## src/rtl/lpfr_pkg.sv

```systemverilog
`timescale 1ns / 1ps
// types and constants for the length-prefixed frame receiver
// no dependencies

package lpfr_pkg;

	localparam logic [7:0] XOR_SEED      = 8'hFF;
	localparam logic [7:0] MIN_FRAME_LEN = 8'd3;

	typedef enum logic [1:0] {
		KIND_COMMAND  = 2'd0,
		KIND_PAYLOAD  = 2'd1,
		KIND_GOOD_END = 2'd2,
		KIND_BAD_END  = 2'd3
	} kind_t;

	typedef struct packed {
		kind_t      kind;
		logic [7:0] value;
	} result_t;

endpackage

```

## src/rtl/length_prefixed_frame_receiver_unit.sv

```systemverilog
`timescale 1ns / 1ps
// length-prefixed frame receiver: one byte in per item, command/payload/end items out
// a result goes into the result register behind res_*, or into the skid register while that output is stalled
// throughput: one byte per cycle while rx_stall is low; frame state and result are done in one pass
// a skid register behind the result register keeps input going for one stalled result
// reset (arst_n low, asynchronous) returns to waiting for a length byte, outputs empty
// depends on lpfr_pkg

module length_prefixed_frame_receiver_unit
	import lpfr_pkg::*;
(
	input  logic       clk,
	input  logic       arst_n,
	input  logic       rx_valid,
	output logic       rx_stall,
	input  logic [7:0] rx_byte,
	output logic       res_valid,
	input  logic       res_stall,
	output logic [1:0] kind,
	output logic [7:0] value
);

	logic       in_frame_q;
	logic [7:0] frame_length_q;
	logic [7:0] bytes_seen_q;
	logic [7:0] running_xor_q;

	logic       out_valid_q;
	result_t    out_q;
	logic       skid_valid_q;
	result_t    skid_q;

	logic       accept;
	logic       pop;
	logic       body_byte;
	logic       new_res;
	result_t    new_item;

	assign rx_stall = skid_valid_q;
	assign accept   = rx_valid && !skid_valid_q;
	assign pop      = out_valid_q && !res_stall;

	// a byte before the checksum position is command or payload
	assign body_byte = ({1'b0, bytes_seen_q} + 9'd1) < {1'b0, frame_length_q};

	always_comb begin
		new_res  = 1'b0;
		new_item = '{kind: KIND_COMMAND, value: rx_byte};
		if (in_frame_q) begin
			new_res = 1'b1;
			if (body_byte) begin
				new_item.kind  = (bytes_seen_q == 8'd1) ? KIND_COMMAND : KIND_PAYLOAD;
				new_item.value = rx_byte;
			end else begin
				new_item.kind  = (running_xor_q == rx_byte) ? KIND_GOOD_END : KIND_BAD_END;
				new_item.value = frame_length_q - MIN_FRAME_LEN;
			end
		end
	end

	always_ff @(posedge clk or negedge arst_n) begin
		if (!arst_n) begin
			in_frame_q     <= 1'b0;
			frame_length_q <= '0;
			bytes_seen_q   <= '0;
			running_xor_q  <= XOR_SEED;
		end else if (accept) begin
			if (!in_frame_q) begin
				// short length bytes are dropped while idle
				if (rx_byte >= MIN_FRAME_LEN) begin
					in_frame_q     <= 1'b1;
					frame_length_q <= rx_byte;
					bytes_seen_q   <= 8'd1;
					running_xor_q  <= XOR_SEED ^ rx_byte;
				end
			end else if (body_byte) begin
				bytes_seen_q  <= bytes_seen_q + 8'd1;
				running_xor_q <= running_xor_q ^ rx_byte;
			end else begin
				in_frame_q     <= 1'b0;
				frame_length_q <= '0;
				bytes_seen_q   <= '0;
				running_xor_q  <= XOR_SEED;
			end
		end
	end

	always_ff @(posedge clk or negedge arst_n) begin
		if (!arst_n) begin
			out_valid_q  <= 1'b0;
			skid_valid_q <= 1'b0;
		end else if (pop || !out_valid_q) begin
			out_valid_q  <= skid_valid_q || (accept && new_res);
			skid_valid_q <= 1'b0;
		end else if (accept && new_res) begin
			skid_valid_q <= 1'b1;
		end
	end

	always_ff @(posedge clk) begin
		if (pop || !out_valid_q) begin
			out_q <= skid_valid_q ? skid_q : new_item;
		end else if (accept && new_res) begin
			skid_q <= new_item;
		end
	end

	assign res_valid = out_valid_q;
	assign kind      = out_q.kind;
	assign value     = out_q.value;

	a_skid_needs_out: assert property (@(posedge clk) disable iff (!arst_n)
		skid_valid_q |-> out_valid_q)
		else $error("skid item held without a result in the output register");

	a_skid_on_stall: assert property (@(posedge clk) disable iff (!arst_n)
		$rose(skid_valid_q) |-> $past(out_valid_q && res_stall))
		else $error("skid register filled while the output was free");

	a_frame_len: assert property (@(posedge clk) disable iff (!arst_n)
		in_frame_q |-> (frame_length_q >= MIN_FRAME_LEN) && (bytes_seen_q < frame_length_q)
			&& (bytes_seen_q != 8'd0))
		else $error("frame counters out of range");

	a_idle_clean: assert property (@(posedge clk) disable iff (!arst_n)
		!in_frame_q |-> (bytes_seen_q == 8'd0) && (running_xor_q == XOR_SEED))
		else $error("idle state not cleared");

	a_end_leaves_frame: assert property (@(posedge clk) disable iff (!arst_n)
		(accept && in_frame_q && !body_byte) |=> !in_frame_q)
		else $error("frame not closed after checksum byte");

endmodule
```

## config.mk

```make
export PLATFORM = sky130hd
export DESIGN_NAME = length_prefixed_frame_receiver_unit
export DESIGN_NICKNAME = d
export VERILOG_FILES = /design/src/rtl/lpfr_pkg.sv /design/src/rtl/length_prefixed_frame_receiver_unit.sv
export SDC_FILE = /design/constraint.sdc
export NUM_CORES = 1
export LEC_CHECK = 0
export ABC_CLOCK_PERIOD_IN_PS = 2400
export BUFFER_PORTS_ARGS = -buffer_cell sky130_fd_sc_hd__buf_4
export CAP_MARGIN = 10
export CORE_ASPECT_RATIO = 0.5
export CORE_MARGIN = 2
export CORE_UTILIZATION = 24
export CTS_CLUSTER_SIZE = 30
export DETAILED_ROUTE_END_ITERATION = 8
export PLACE_DENSITY = 0.4
export SETUP_SLACK_MARGIN = 0.1
export SLEW_MARGIN = 30
export SYNTH_ARGS = -nofsm -noshare
export SYNTH_HDL_FRONTEND = slang
export SYNTH_SLANG_ARGS = --single-unit
```

## constraint.sdc

```tcl
create_clock -name clk -period 2.4 [get_ports clk]
set_input_delay 0.48 -clock clk [delete_from_list [all_inputs] [get_ports clk]]
set_output_delay 0.48 -clock clk [all_outputs]
set_load 0.05 [all_outputs]
```

==> impl_metrics.env, run 1 <==
export IMPL_clock_latency_ns=0.29
export IMPL_post_route_period_util=1.10
export IMPL_reg2reg_depth=12
export IMPL_rows=27
export IMPL_ys_seq_area_frac=0.454
export IMPL_netlist_area_um2=2830
export IMPL_drt_wl_total_um=9210
export IMPL_synth_warnings=0
export IMPL_final_util=0.384
export IMPL_clockBufferDepth=2
export IMPL_syn_area_per_cell_um2=10.6
export IMPL_yosysTopAreaCell="edfxtp_1"
export IMPL_slew_headroom=0.457
export IMPL_synth_ff_type="edfxtp_1"
export IMPL_setup_violations=40
export IMPL_routedWlPerCell_um=17.9
export IMPL_grt_max_degree=28
export IMPL_critPathKind="register to register"
export IMPL_vias_per_cell=4.85
export IMPL_cts_root_buf="clkbuf_16"
export IMPL_vias=2500
export IMPL_syn_instance_count=267
export IMPL_layout_drive_gt1_share=0.486
export IMPL_place_congestion=0.832
export IMPL_clock_sinks=47
export IMPL_crit_fanout=8
export IMPL_synth_edf_count=20
export IMPL_tns_ns=-5.75
export IMPL_antenna_found_initial=0
export IMPL_p_per_area_nw_per_um2=1260
export IMPL_rsz0062_at_grt="yes"
export IMPL_cap_violations=0
export IMPL_r2r_end="frame_length_q[2]"
export IMPL_hold_class="input pin to asynchronous set/reset pin"
export IMPL_setup_ws_ns=-0.232
export IMPL_yosysUniqueCellTypes=54
export IMPL_cts_tree="yes"
export IMPL_grt_pass1_wl_um=14100
export IMPL_dieWidth_um=158
export IMPL_place_ws_ns=-0.290
export IMPL_violations="setup timing"
export IMPL_numCtsBuffers=5
export IMPL_outcome="complete, but fails checks"
export IMPL_power_leakage_nw=1.80
export IMPL_cts_max_level=2
export IMPL_rr_startpoint="bytes_seen_q[0]"
export IMPL_endpoint_kind="register"
export IMPL_numPortBuffers=23
export IMPL_clk_pin_slew_ns=0.07
export IMPL_maxSlewViolCount=0
export IMPL_startpoint_type="register"
export IMPL_dr_first_iter_drc_count=148
export IMPL_hold_buffers=0
export IMPL_synth_top_area_share=0.212
export IMPL_nets=377
export IMPL_ant_nets=0
export IMPL_overflow=0
export IMPL_fin_crit_ns=2.63
export IMPL_drt_first_pass_iters=4
export IMPL_seqCellArea_um2=1290
export IMPL_first_global_vias=2442
export IMPL_r2r_slack_ns=-0.23
export IMPL_syn_nets=289
export IMPL_ioPinCount=24
export IMPL_n_fill_cell=1103
export IMPL_synthArstFlopShare=0.574
export IMPL_worst_pin_slew_ns=0.814
export IMPL_worst_ep_required_time_ns=2.59
export IMPL_core_area_um2=11200
export IMPL_start_util=0.252
export IMPL_fin_skew_ns=0.00634
export IMPL_ys_seq_elements=47
export IMPL_multi_input_area_um2=1780
export IMPL_grt_total_usage=0.149
export IMPL_fp_dieH_um=80.8
export IMPL_area_growth_pct=52.5
export IMPL_synth_area_leaders="edfxtp_1, dfrtp_1, dfstp_2"
export IMPL_crit_arrival_ns=2.82
export IMPL_final_hold_viol_count=0
export IMPL_drcViolationCount=0
export IMPL_vdd_ir_drop_max_mv=0.394
export IMPL_dp_hpwl_um=6370
export IMPL_dieArea_um2=12700
export IMPL_diodes=0
export IMPL_clock_fmax_mhz=380
## Yosys cell counts (all sizes together), types with 4 or more instances
library cell	count
nand2	19
dfrtp	19
ha	10
a211o	4
a22o	12
clkbuf	5
a21oi	6
o22a	4
xnor2	18
nor2	14
buf	11
a41o	6
a2bb2oi	4
nor2b	4
inv	17
a41oi	8
o41a	4
nand3	6
nor3	6
o31ai	4
edfxtp	20
o21ai	7
dfstp	8
mux2	4
nand2b	8
## area by class of cell
| type | instances | area share |
|---|---|---|
| flip-flops and latches | 47 | 0.298 |
| inverters | 17 | 0.0159 |
| repair buffers | 97 | 0.186 |
| well taps | 159 | 0.0461 |
| clock inverters | 2 | 0.00811 |
| multi-input cells | 187 | 0.413 |
| clock buffers | 6 | 0.0322 |
## cell families after synthesis
family / Yosys count / synth area share
compound gates: 83 / 0.248
fa+ha+maj: 10 / 0.0442
mux: 5 / 0.0194
buf+inv: 33 / 0.0486
simple gates: 69 / 0.123
xor+xnor: 20 / 0.0619
flops: 47 / 0.454
## placed cells by master (no fill, tap or decap), types with 3 or more instances in the layout
master     count
o21ai_1        3
o41a_1         4
nand2_1       18
o21a_1         3
clkbuf_16      6
mux2_4         4
o22a_1         4
nor2_1        12
a22o_1        11
dfrtp_1       17
a211o_1        4
nand2b_1       8
nand3_4        3
a21oi_1        3
a2bb2oi_1      4
ha_1           4
a41oi_2        5
ha_4           5
dfstp_2        8
o211a_1        3
inv_1         14
a41oi_1        3
xnor2_1       15
a41o_1         6
nor2b_1        4
buf_6          7
nor3_1         3
edfxtp_1      20
nand4_1        3
buf_4         86
nor4_1         3
## flip-flops by register name (all words and copies together), names as in the netlist
signal / count
bytes_seen_q: 8
frame_length_q: 8
in_frame_q: 1
kind: 2
res_valid: 1
running_xor_q: 8
rx_stall: 1
skid_q: 10
value: 8
## critical path, stage by stage (launching register included)
cell and delay, ns:
dfrtp_2 0.46, ha_4 0.21, buf_4 0.14, xor2_2 0.14, ha_2 0.32, o2111ai_2 0.12, buf_4 0.17, a21oi_4 0.22
buf_4 0.17, buf_12 0.12, o31ai_2 0.06, buf_4 0.18, a22o_2 0.20
## worst max-delay path by stage
stage | start | endpoint | cells past startpoint
4_1_cts | bytes_seen_q[0] | skid_q[1] | 10
3_5_place_dp | bytes_seen_q[1] | value[1] | 10
2_1_floorplan | bytes_seen_q[1] | value[5] | 10
5_1_grt | bytes_seen_q[2] | skid_q[3] | 11
6_report | bytes_seen_q[0] | frame_length_q[2] | 12
3_3_place_gp | bytes_seen_q[2] | value[1] | 10
## power breakdown
| part | switching [mW] | internal [mW] |
|---|---|---|
| combinational | 1.66 | 1.50 |
| clock | 0.317 | 0.519 |
| sequential | 0.231 | 1.21 |
## timing repair
action / 4_1_cts / 5_1_grt
gates cloned: 0 / 1
gates resized for setup: 32 / 35
pin swaps: 21 / 26
setup buffers: 10 / 17
setup endpoints to repair: 45 / 45
## routing by layer
layer	wire (µm)	vias up	global-route usage
met1	4820	1247	0.224
met4	70	0	0.0327
met5	0	-	0
met3	385	6	0.0288
met2	3940	56	0.219
li1	-	1191	-
## through the flow
stage	power (mW)	instance area, µm²	std cells	hold WS [ns]
after global routing	5.76	4320	515	0.136
after global placement	3.96	3590	482	0.426
after floorplan	3.03	2910	267	0.184
after CTS	5.08	3980	500	0.115
after detailed placement	3.98	3590	482	0.433
final	5.43	4320	515	0.106
Power figures use the tool's default switching activity.
==> inputs of run 2 (changes only) <==
--- a/config.mk
+++ b/config.mk
@@ -6,7 +6,7 @@
 export NUM_CORES = 1
 export LEC_CHECK = 0
 export ABC_CLOCK_PERIOD_IN_PS = 2400
-export BUFFER_PORTS_ARGS = -buffer_cell sky130_fd_sc_hd__buf_4
+export BUFFER_PORTS_ARGS = -buffer_cell sky130_fd_sc_hd__buf_2
 export CAP_MARGIN = 10
 export CORE_ASPECT_RATIO = 0.5
 export CORE_MARGIN = 2
==> run 2 against run 1 <==
Effect of this change:
- the run still ends with setup timing left
- combinational power shrank 7.0%
- critical endpoint is now value[4]
- wire length about the same
- worst setup slack gained 0.0036 ns
==> impl_metrics.env, run 2 (synthesis gave the netlist of run 1 again) <==
export IMPL_outcome="complete, but fails checks"
export IMPL_violations="setup timing"
export IMPL_cts_tree="yes"
export IMPL_place_congestion=0.808
export IMPL_slowest_stage="dfrtp_1"
export IMPL_finalPower_mw=5.07
export IMPL_p_comb_frac=0.581
export IMPL_final_common_cell="buf_4"
export IMPL_n_fill_cell=1114
export IMPL_startpoint_type="register"
export IMPL_setup_violations=45
export IMPL_crit_buf_inv=3
export IMPL_crit_chain="buf_6 > ha_4 > nand3_4 > xnor2_4 > ha_4 > a21o_1 > a21oi_2 > nand2_2 > o21ai_4 > clkinvlp_4 > buf_6 > o211ai_1"
export IMPL_nets=368
export IMPL_critPathKind="register to register"
export IMPL_place_ws_ns=-0.278
export IMPL_clk_pin_slew_ns=0.07
export IMPL_mostFrequentLayoutCells="buf_4, buf_2, edfxtp_1"
export IMPL_rr_startpoint="bytes_seen_q[1]"
export IMPL_numCtsBuffers=5
export IMPL_cpLargestDelayFamily="compound AO/OA/AOI/OAI gates"
export IMPL_fin_skew_ns=0.00500
export IMPL_maxSlewViolCount=0
export IMPL_area_growth_pct=47.6
export IMPL_swShare=0.425
export IMPL_cts_root_buf="clkbuf_16"
export IMPL_r2r_slack_ns=-0.23
export IMPL_drt_wl_total_um=9220
export IMPL_met3_usage=0.0347
export IMPL_slew_headroom=0.475
export IMPL_numPortBuffers=23
export IMPL_clockBufferDepth=2
export IMPL_grt_max_degree=28
export IMPL_cts_max_level=2
export IMPL_dp_hpwl_um=6370
export IMPL_largest_register="skid_q"
export IMPL_clock_fmax_mhz=380
export IMPL_worst_pin_slew_ns=0.787
export IMPL_p_int_mw=2.91
export IMPL_switching_power_mw=2.16
export IMPL_antenna_found_initial=0
export IMPL_dpl_instance_area_um2=3520
export IMPL_clock_latency_ns=0.29
export IMPL_layout_drive_gt1_share=0.458
export IMPL_vias_per_cell=4.92
export IMPL_overflow=0
export IMPL_r2r_end="value[4]"
export IMPL_crit_path_max_incr_delay_ns=0.37
export IMPL_fin_crit_ns=2.63
export IMPL_top_usage_layer="met2"
export IMPL_fp_dieH_um=80.8
export IMPL_start_util=0.252
export IMPL_ioPinCount=24
export IMPL_use_met1=0.218
export IMPL_crit_fanout=5
export IMPL_grt_pass1_wl_um=14200
export IMPL_ant_nets=0
export IMPL_dieWidth_um=158
export IMPL_core_area_um2=11200
export IMPL_drcViolationCount=0
export IMPL_clock_sinks=47
export IMPL_clockPowerShare=0.141
export IMPL_vias=2491
export IMPL_p_per_area_nw_per_um2=1210
export IMPL_reg2reg_depth=12
export IMPL_worst_ep_required_time_ns=2.53
export IMPL_vdd_ir_drop_max_mv=0.299
export IMPL_rows=27
export IMPL_setup_worst_path_start="bytes_seen_q[1]"
export IMPL_pwr_share_seq=0.279
export IMPL_first_global_vias=2480
export IMPL_multi_input_area_um2=1780
export IMPL_routedWlPerCell_um=18.2
export IMPL_diodes=0
export IMPL_drt_first_pass_iters=4
export IMPL_grt_use_met2=0.224
export IMPL_rsz0062_at_grt="yes"
export IMPL_seqCellArea_um2=1290
export IMPL_crit_arrival_ns=2.76
export IMPL_dr_first_iter_drc_count=153
export IMPL_largest_reg_flops=10
export IMPL_setup_ws_ns=-0.228
export IMPL_hold_class="input pin to asynchronous set/reset pin"
export IMPL_grt_total_usage=0.150
export IMPL_power_leakage_nw=1.73
export IMPL_final_hold_viol_count=0
export IMPL_dieArea_um2=12700
export IMPL_fin_area_um2=4180
export IMPL_post_route_period_util=1.10
export IMPL_cap_violations=0
export IMPL_endpoint_kind="register"
## run 2: timing repair
action,CTS,global route
pin swaps,19,22
gates resized for setup,26,36
endpoints found under the setup margin,45,45
hold buffers,0,0
cloned,1,1
setup buffers,8,9
## run 2: worst max path at each step
| stage | to | slack (ns) | cells past startpoint |
|---|---|---|---|
| CTS | bytes_seen_q[0] | -0.19 | 12 |
| finish | value[4] | -0.23 | 12 |
| global placement | value[5] | -0.22 | 9 |
| floorplan | value[5] | -0.01 | 10 |
| detailed placement | value[1] | -0.28 | 11 |
| global route | value[4] | -0.35 | 12 |
## run 2: power by group through the flow
stage          Sequential [mW]  Clock, mW  Combinational, mW
3_3_place_gp              1.41          0               2.45
6_report                  1.41      0.712               2.94
4_1_cts                   1.41      0.732               2.69
5_1_grt                   1.45      0.774               3.16
2_1_floorplan             1.71          0               1.32
3_5_place_dp              1.42          0               2.45
## run 2: area by class of cell
class | instances | area share
clock buffer | 5 | 0.0299
clock inverter | 3 | 0.00479
inverter | 17 | 0.0159
multi-input combinational | 187 | 0.425
sequential | 47 | 0.308
tap | 159 | 0.0476
timing repair buffer | 87 | 0.166
timing repair inverter | 1 | 0.00180
## run 2: per-stage QoR
stage / hold WS [ns] / util / TNS (ns) / cells
after floorplan: 0.184 / - / -0.0912 / 267
after global placement: 0.486 / 0.313 / -4.25 / 479
after detailed placement: 0.489 / 0.313 / -6.93 / 479
after CTS: 0.247 / 0.343 / -3.47 / 496
after global routing: 0.273 / 0.371 / -10.54 / 506
final: 0.221 / 0.371 / -6.59 / 506
## run 2: metal layers
metal,vias up,wire length (µm)
li1,1170,-
met5,-,0
met4,0,157
met2,44,3870
met1,1266,4870
met3,11,315
==> inputs of run 3 (changes only) <==
--- a/config.mk
+++ b/config.mk
@@ -8,12 +8,14 @@
 export ABC_CLOCK_PERIOD_IN_PS = 2400
 export BUFFER_PORTS_ARGS = -buffer_cell sky130_fd_sc_hd__buf_2
 export CAP_MARGIN = 10
+export CELL_PAD_IN_SITES_DETAIL_PLACEMENT = 0
+export CELL_PAD_IN_SITES_GLOBAL_PLACEMENT = 1
 export CORE_ASPECT_RATIO = 0.5
 export CORE_MARGIN = 2
 export CORE_UTILIZATION = 24
 export CTS_CLUSTER_SIZE = 30
 export DETAILED_ROUTE_END_ITERATION = 8
-export PLACE_DENSITY = 0.4
+export PLACE_DENSITY = 0.48
 export SETUP_SLACK_MARGIN = 0.1
 export SLEW_MARGIN = 30
 export SYNTH_ARGS = -nofsm -noshare
==> run 3 against run 2 <==
Effect of this change:
- the run still ends with setup timing left
- register-to-register slack better by 0.06 ns
- clock power rose by 15%
- clock skew increased by 0.0051 ns
- critical path depth is 1 lower
- sequential share of layout area fell by 0.93 points
- hold slack lost 0.012 ns
- cell count rose by 2.6%
- wire length rose by 0.85%
- critical endpoint is now skid_q[2]
==> impl_metrics.env, run 3 (synthesis gave the netlist of run 1 again) <==
export IMPL_dieWidth_um=158
export IMPL_crit_arrival_ns=2.62
export IMPL_dr_first_iter_drc_count=226
export IMPL_endpoint_kind="register"
export IMPL_largest_reg_flops=10
export IMPL_dieArea_um2=12700
export IMPL_clock_latency_ns=0.30
export IMPL_crit_fanout=8
export IMPL_fin_crit_ns=2.57
export IMPL_grt_max_degree=28
export IMPL_reg2reg_depth=11
export IMPL_finalPower_mw=5.36
export IMPL_drcViolationCount=0
export IMPL_p_int_mw=3.16
export IMPL_r2r_end="skid_q[2]"
export IMPL_rr_startpoint="bytes_seen_q[0]"
export IMPL_final_common_cell="buf_4"
export IMPL_drt_wl_total_um=9290
export IMPL_critPathKind="register to register"
export IMPL_slowest_stage="dfrtp_2"
export IMPL_clockPowerShare=0.153
export IMPL_crit_buf_inv=4
export IMPL_hold_buffers=0
export IMPL_clk_pin_slew_ns=0.07
export IMPL_final_hold_viol_count=0
export IMPL_area_growth_pct=52.3
export IMPL_hold_slack_ns=0.209
export IMPL_ant_nets=0
export IMPL_met3_usage=0.0368
export IMPL_switching_power_mw=2.19
export IMPL_numPortBuffers=23
export IMPL_startpoint_type="register"
export IMPL_final_util=0.383
export IMPL_first_global_vias=2534
export IMPL_rows=27
export IMPL_cp_depth=11
export IMPL_start_util=0.252
export IMPL_cap_violations=0
export IMPL_vias_per_cell=4.83
export IMPL_setup_ws_ns=-0.169
export IMPL_cpLargestDelayFamily="buffers and inverters"
export IMPL_routedWlPerCell_um=17.9
export IMPL_drt_first_pass_iters=4
export IMPL_p_per_area_nw_per_um2=1240
export IMPL_clockBufferDepth=2
export IMPL_use_met1=0.225
export IMPL_clock_fmax_mhz=389
export IMPL_cts_tree="yes"
export IMPL_post_route_period_util=1.07
export IMPL_clock_sinks=47
export IMPL_setup_violations=36
export IMPL_vdd_ir_drop_max_mv=0.329
export IMPL_setup_worst_path_start="bytes_seen_q[0]"
export IMPL_antenna_found_initial=0
export IMPL_finalNonFillerCells=519
export IMPL_cts_root_buf="clkbuf_16"
export IMPL_r2r_slack_ns=-0.17
export IMPL_mostFrequentLayoutCells="buf_4, buf_2, edfxtp_1"
export IMPL_fin_skew_ns=0.0101
export IMPL_p_comb_frac=0.584
export IMPL_outcome="complete, but fails checks"
export IMPL_power_leakage_nw=1.81
export IMPL_worst_pin_slew_ns=0.782
export IMPL_vias=2506
export IMPL_maxSlewViolCount=0
export IMPL_violations="setup timing"
export IMPL_nets=381
export IMPL_largest_register="skid_q"
export IMPL_diodes=0
export IMPL_crit_chain="ha_4 > buf_6 > xor2_2 > ha_2 > o2111ai_2 > buf_4 > a21oi_4 > buf_12 > o21ai_4 > inv_4 > mux2_4"
export IMPL_place_congestion=0.838
export IMPL_tns_ns=-3.27
export IMPL_worst_ep_required_time_ns=2.45
export IMPL_dp_cells=494
export IMPL_hold_class="input pin to asynchronous set/reset pin"
export IMPL_ioPinCount=24
export IMPL_dp_hpwl_um=6750
export IMPL_rsz0062_at_grt="yes"
export IMPL_core_area_um2=11200
export IMPL_slew_headroom=0.478
export IMPL_swShare=0.410
export IMPL_top_usage_layer="met2"
export IMPL_layout_drive_gt1_share=0.489
export IMPL_cts_max_level=2
export IMPL_numCtsBuffers=5
export IMPL_grt_use_met2=0.232
export IMPL_pwr_share_seq=0.263
export IMPL_grt_pass1_wl_um=14700
export IMPL_fp_dieH_um=80.8
export IMPL_crit_path_max_incr_delay_ns=0.46
export IMPL_grt_total_usage=0.156
export IMPL_overflow=0
export IMPL_crit_end="skid_q[2]"
export IMPL_n_fill_cell=1106
[run 3: changes by cell type in the layout (fill, tap and decap cells not counted), sizes merged]
cell,before,now
buf,86,101
clkinv,2,0
bufinv,0,1
clkinvlp,2,1
[run 3: power by group through the flow]
| stage | sequential (mW) | clock [mW] | combinational (mW) |
|---|---|---|---|
| floorplan | 1.71 | 0 | 1.32 |
| global placement | 1.40 | 0 | 2.57 |
| detailed placement | 1.42 | 0 | 2.57 |
| CTS | 1.41 | 0.844 | 2.93 |
| global route | 1.45 | 0.878 | 3.36 |
| finish | 1.41 | 0.819 | 3.13 |
[run 3: worst min path at each step]
stage               slack, ns                 to  cells past startpoint
global placement         0.49  frame_length_q[7]                      1
CTS                      0.25  frame_length_q[1]                      1
detailed placement       0.49  frame_length_q[7]                      1
finish                   0.21    bytes_seen_q[2]                      1
floorplan                0.18    bytes_seen_q[0]                      0
global route             0.27    bytes_seen_q[4]                      1
[run 3: timing repair]
item,CTS,global route
resized for setup,39,35
setup endpoints to repair,45,45
pin swaps,18,22
setup buffers,11,7
endpoints found under the hold margin,0,0
[run 3: stage by stage]
| stage | setup WS [ns] | cell area [µm²] |
|---|---|---|
| after detailed placement | -0.283 | 3630 |
| after floorplan | -0.0138 | 2910 |
| after CTS | -0.146 | 4070 |
| after global routing | -0.270 | 4310 |
| final | -0.169 | 4310 |
| after global placement | -0.334 | 3630 |
[run 3: cell type report]
| cell class | count | area [µm²] | area share |
|---|---|---|---|
| clock buffer | 6 | 129 | 0.0299 |
| clock inverter | 2 | 37.5 | 0.00870 |
| inverter | 17 | 68.8 | 0.0160 |
| multi-input combinational | 187 | 1780 | 0.412 |
| sequential | 47 | 1290 | 0.299 |
| tap | 159 | 199 | 0.0461 |
| timing repair buffer | 101 | 815 | 0.189 |
[run 3: per-layer routing]
| layer | part of all wire | vias up | routed length [µm] |
|---|---|---|---|
| li1 | - | 1201 | - |
| met4 | 0.012 | 0 | 110 |
| met1 | 0.51 | 1251 | 4760 |
| met2 | 0.44 | 48 | 4050 |
| met5 | 0 | - | 0 |
| met3 | 0.041 | 6 | 378 |
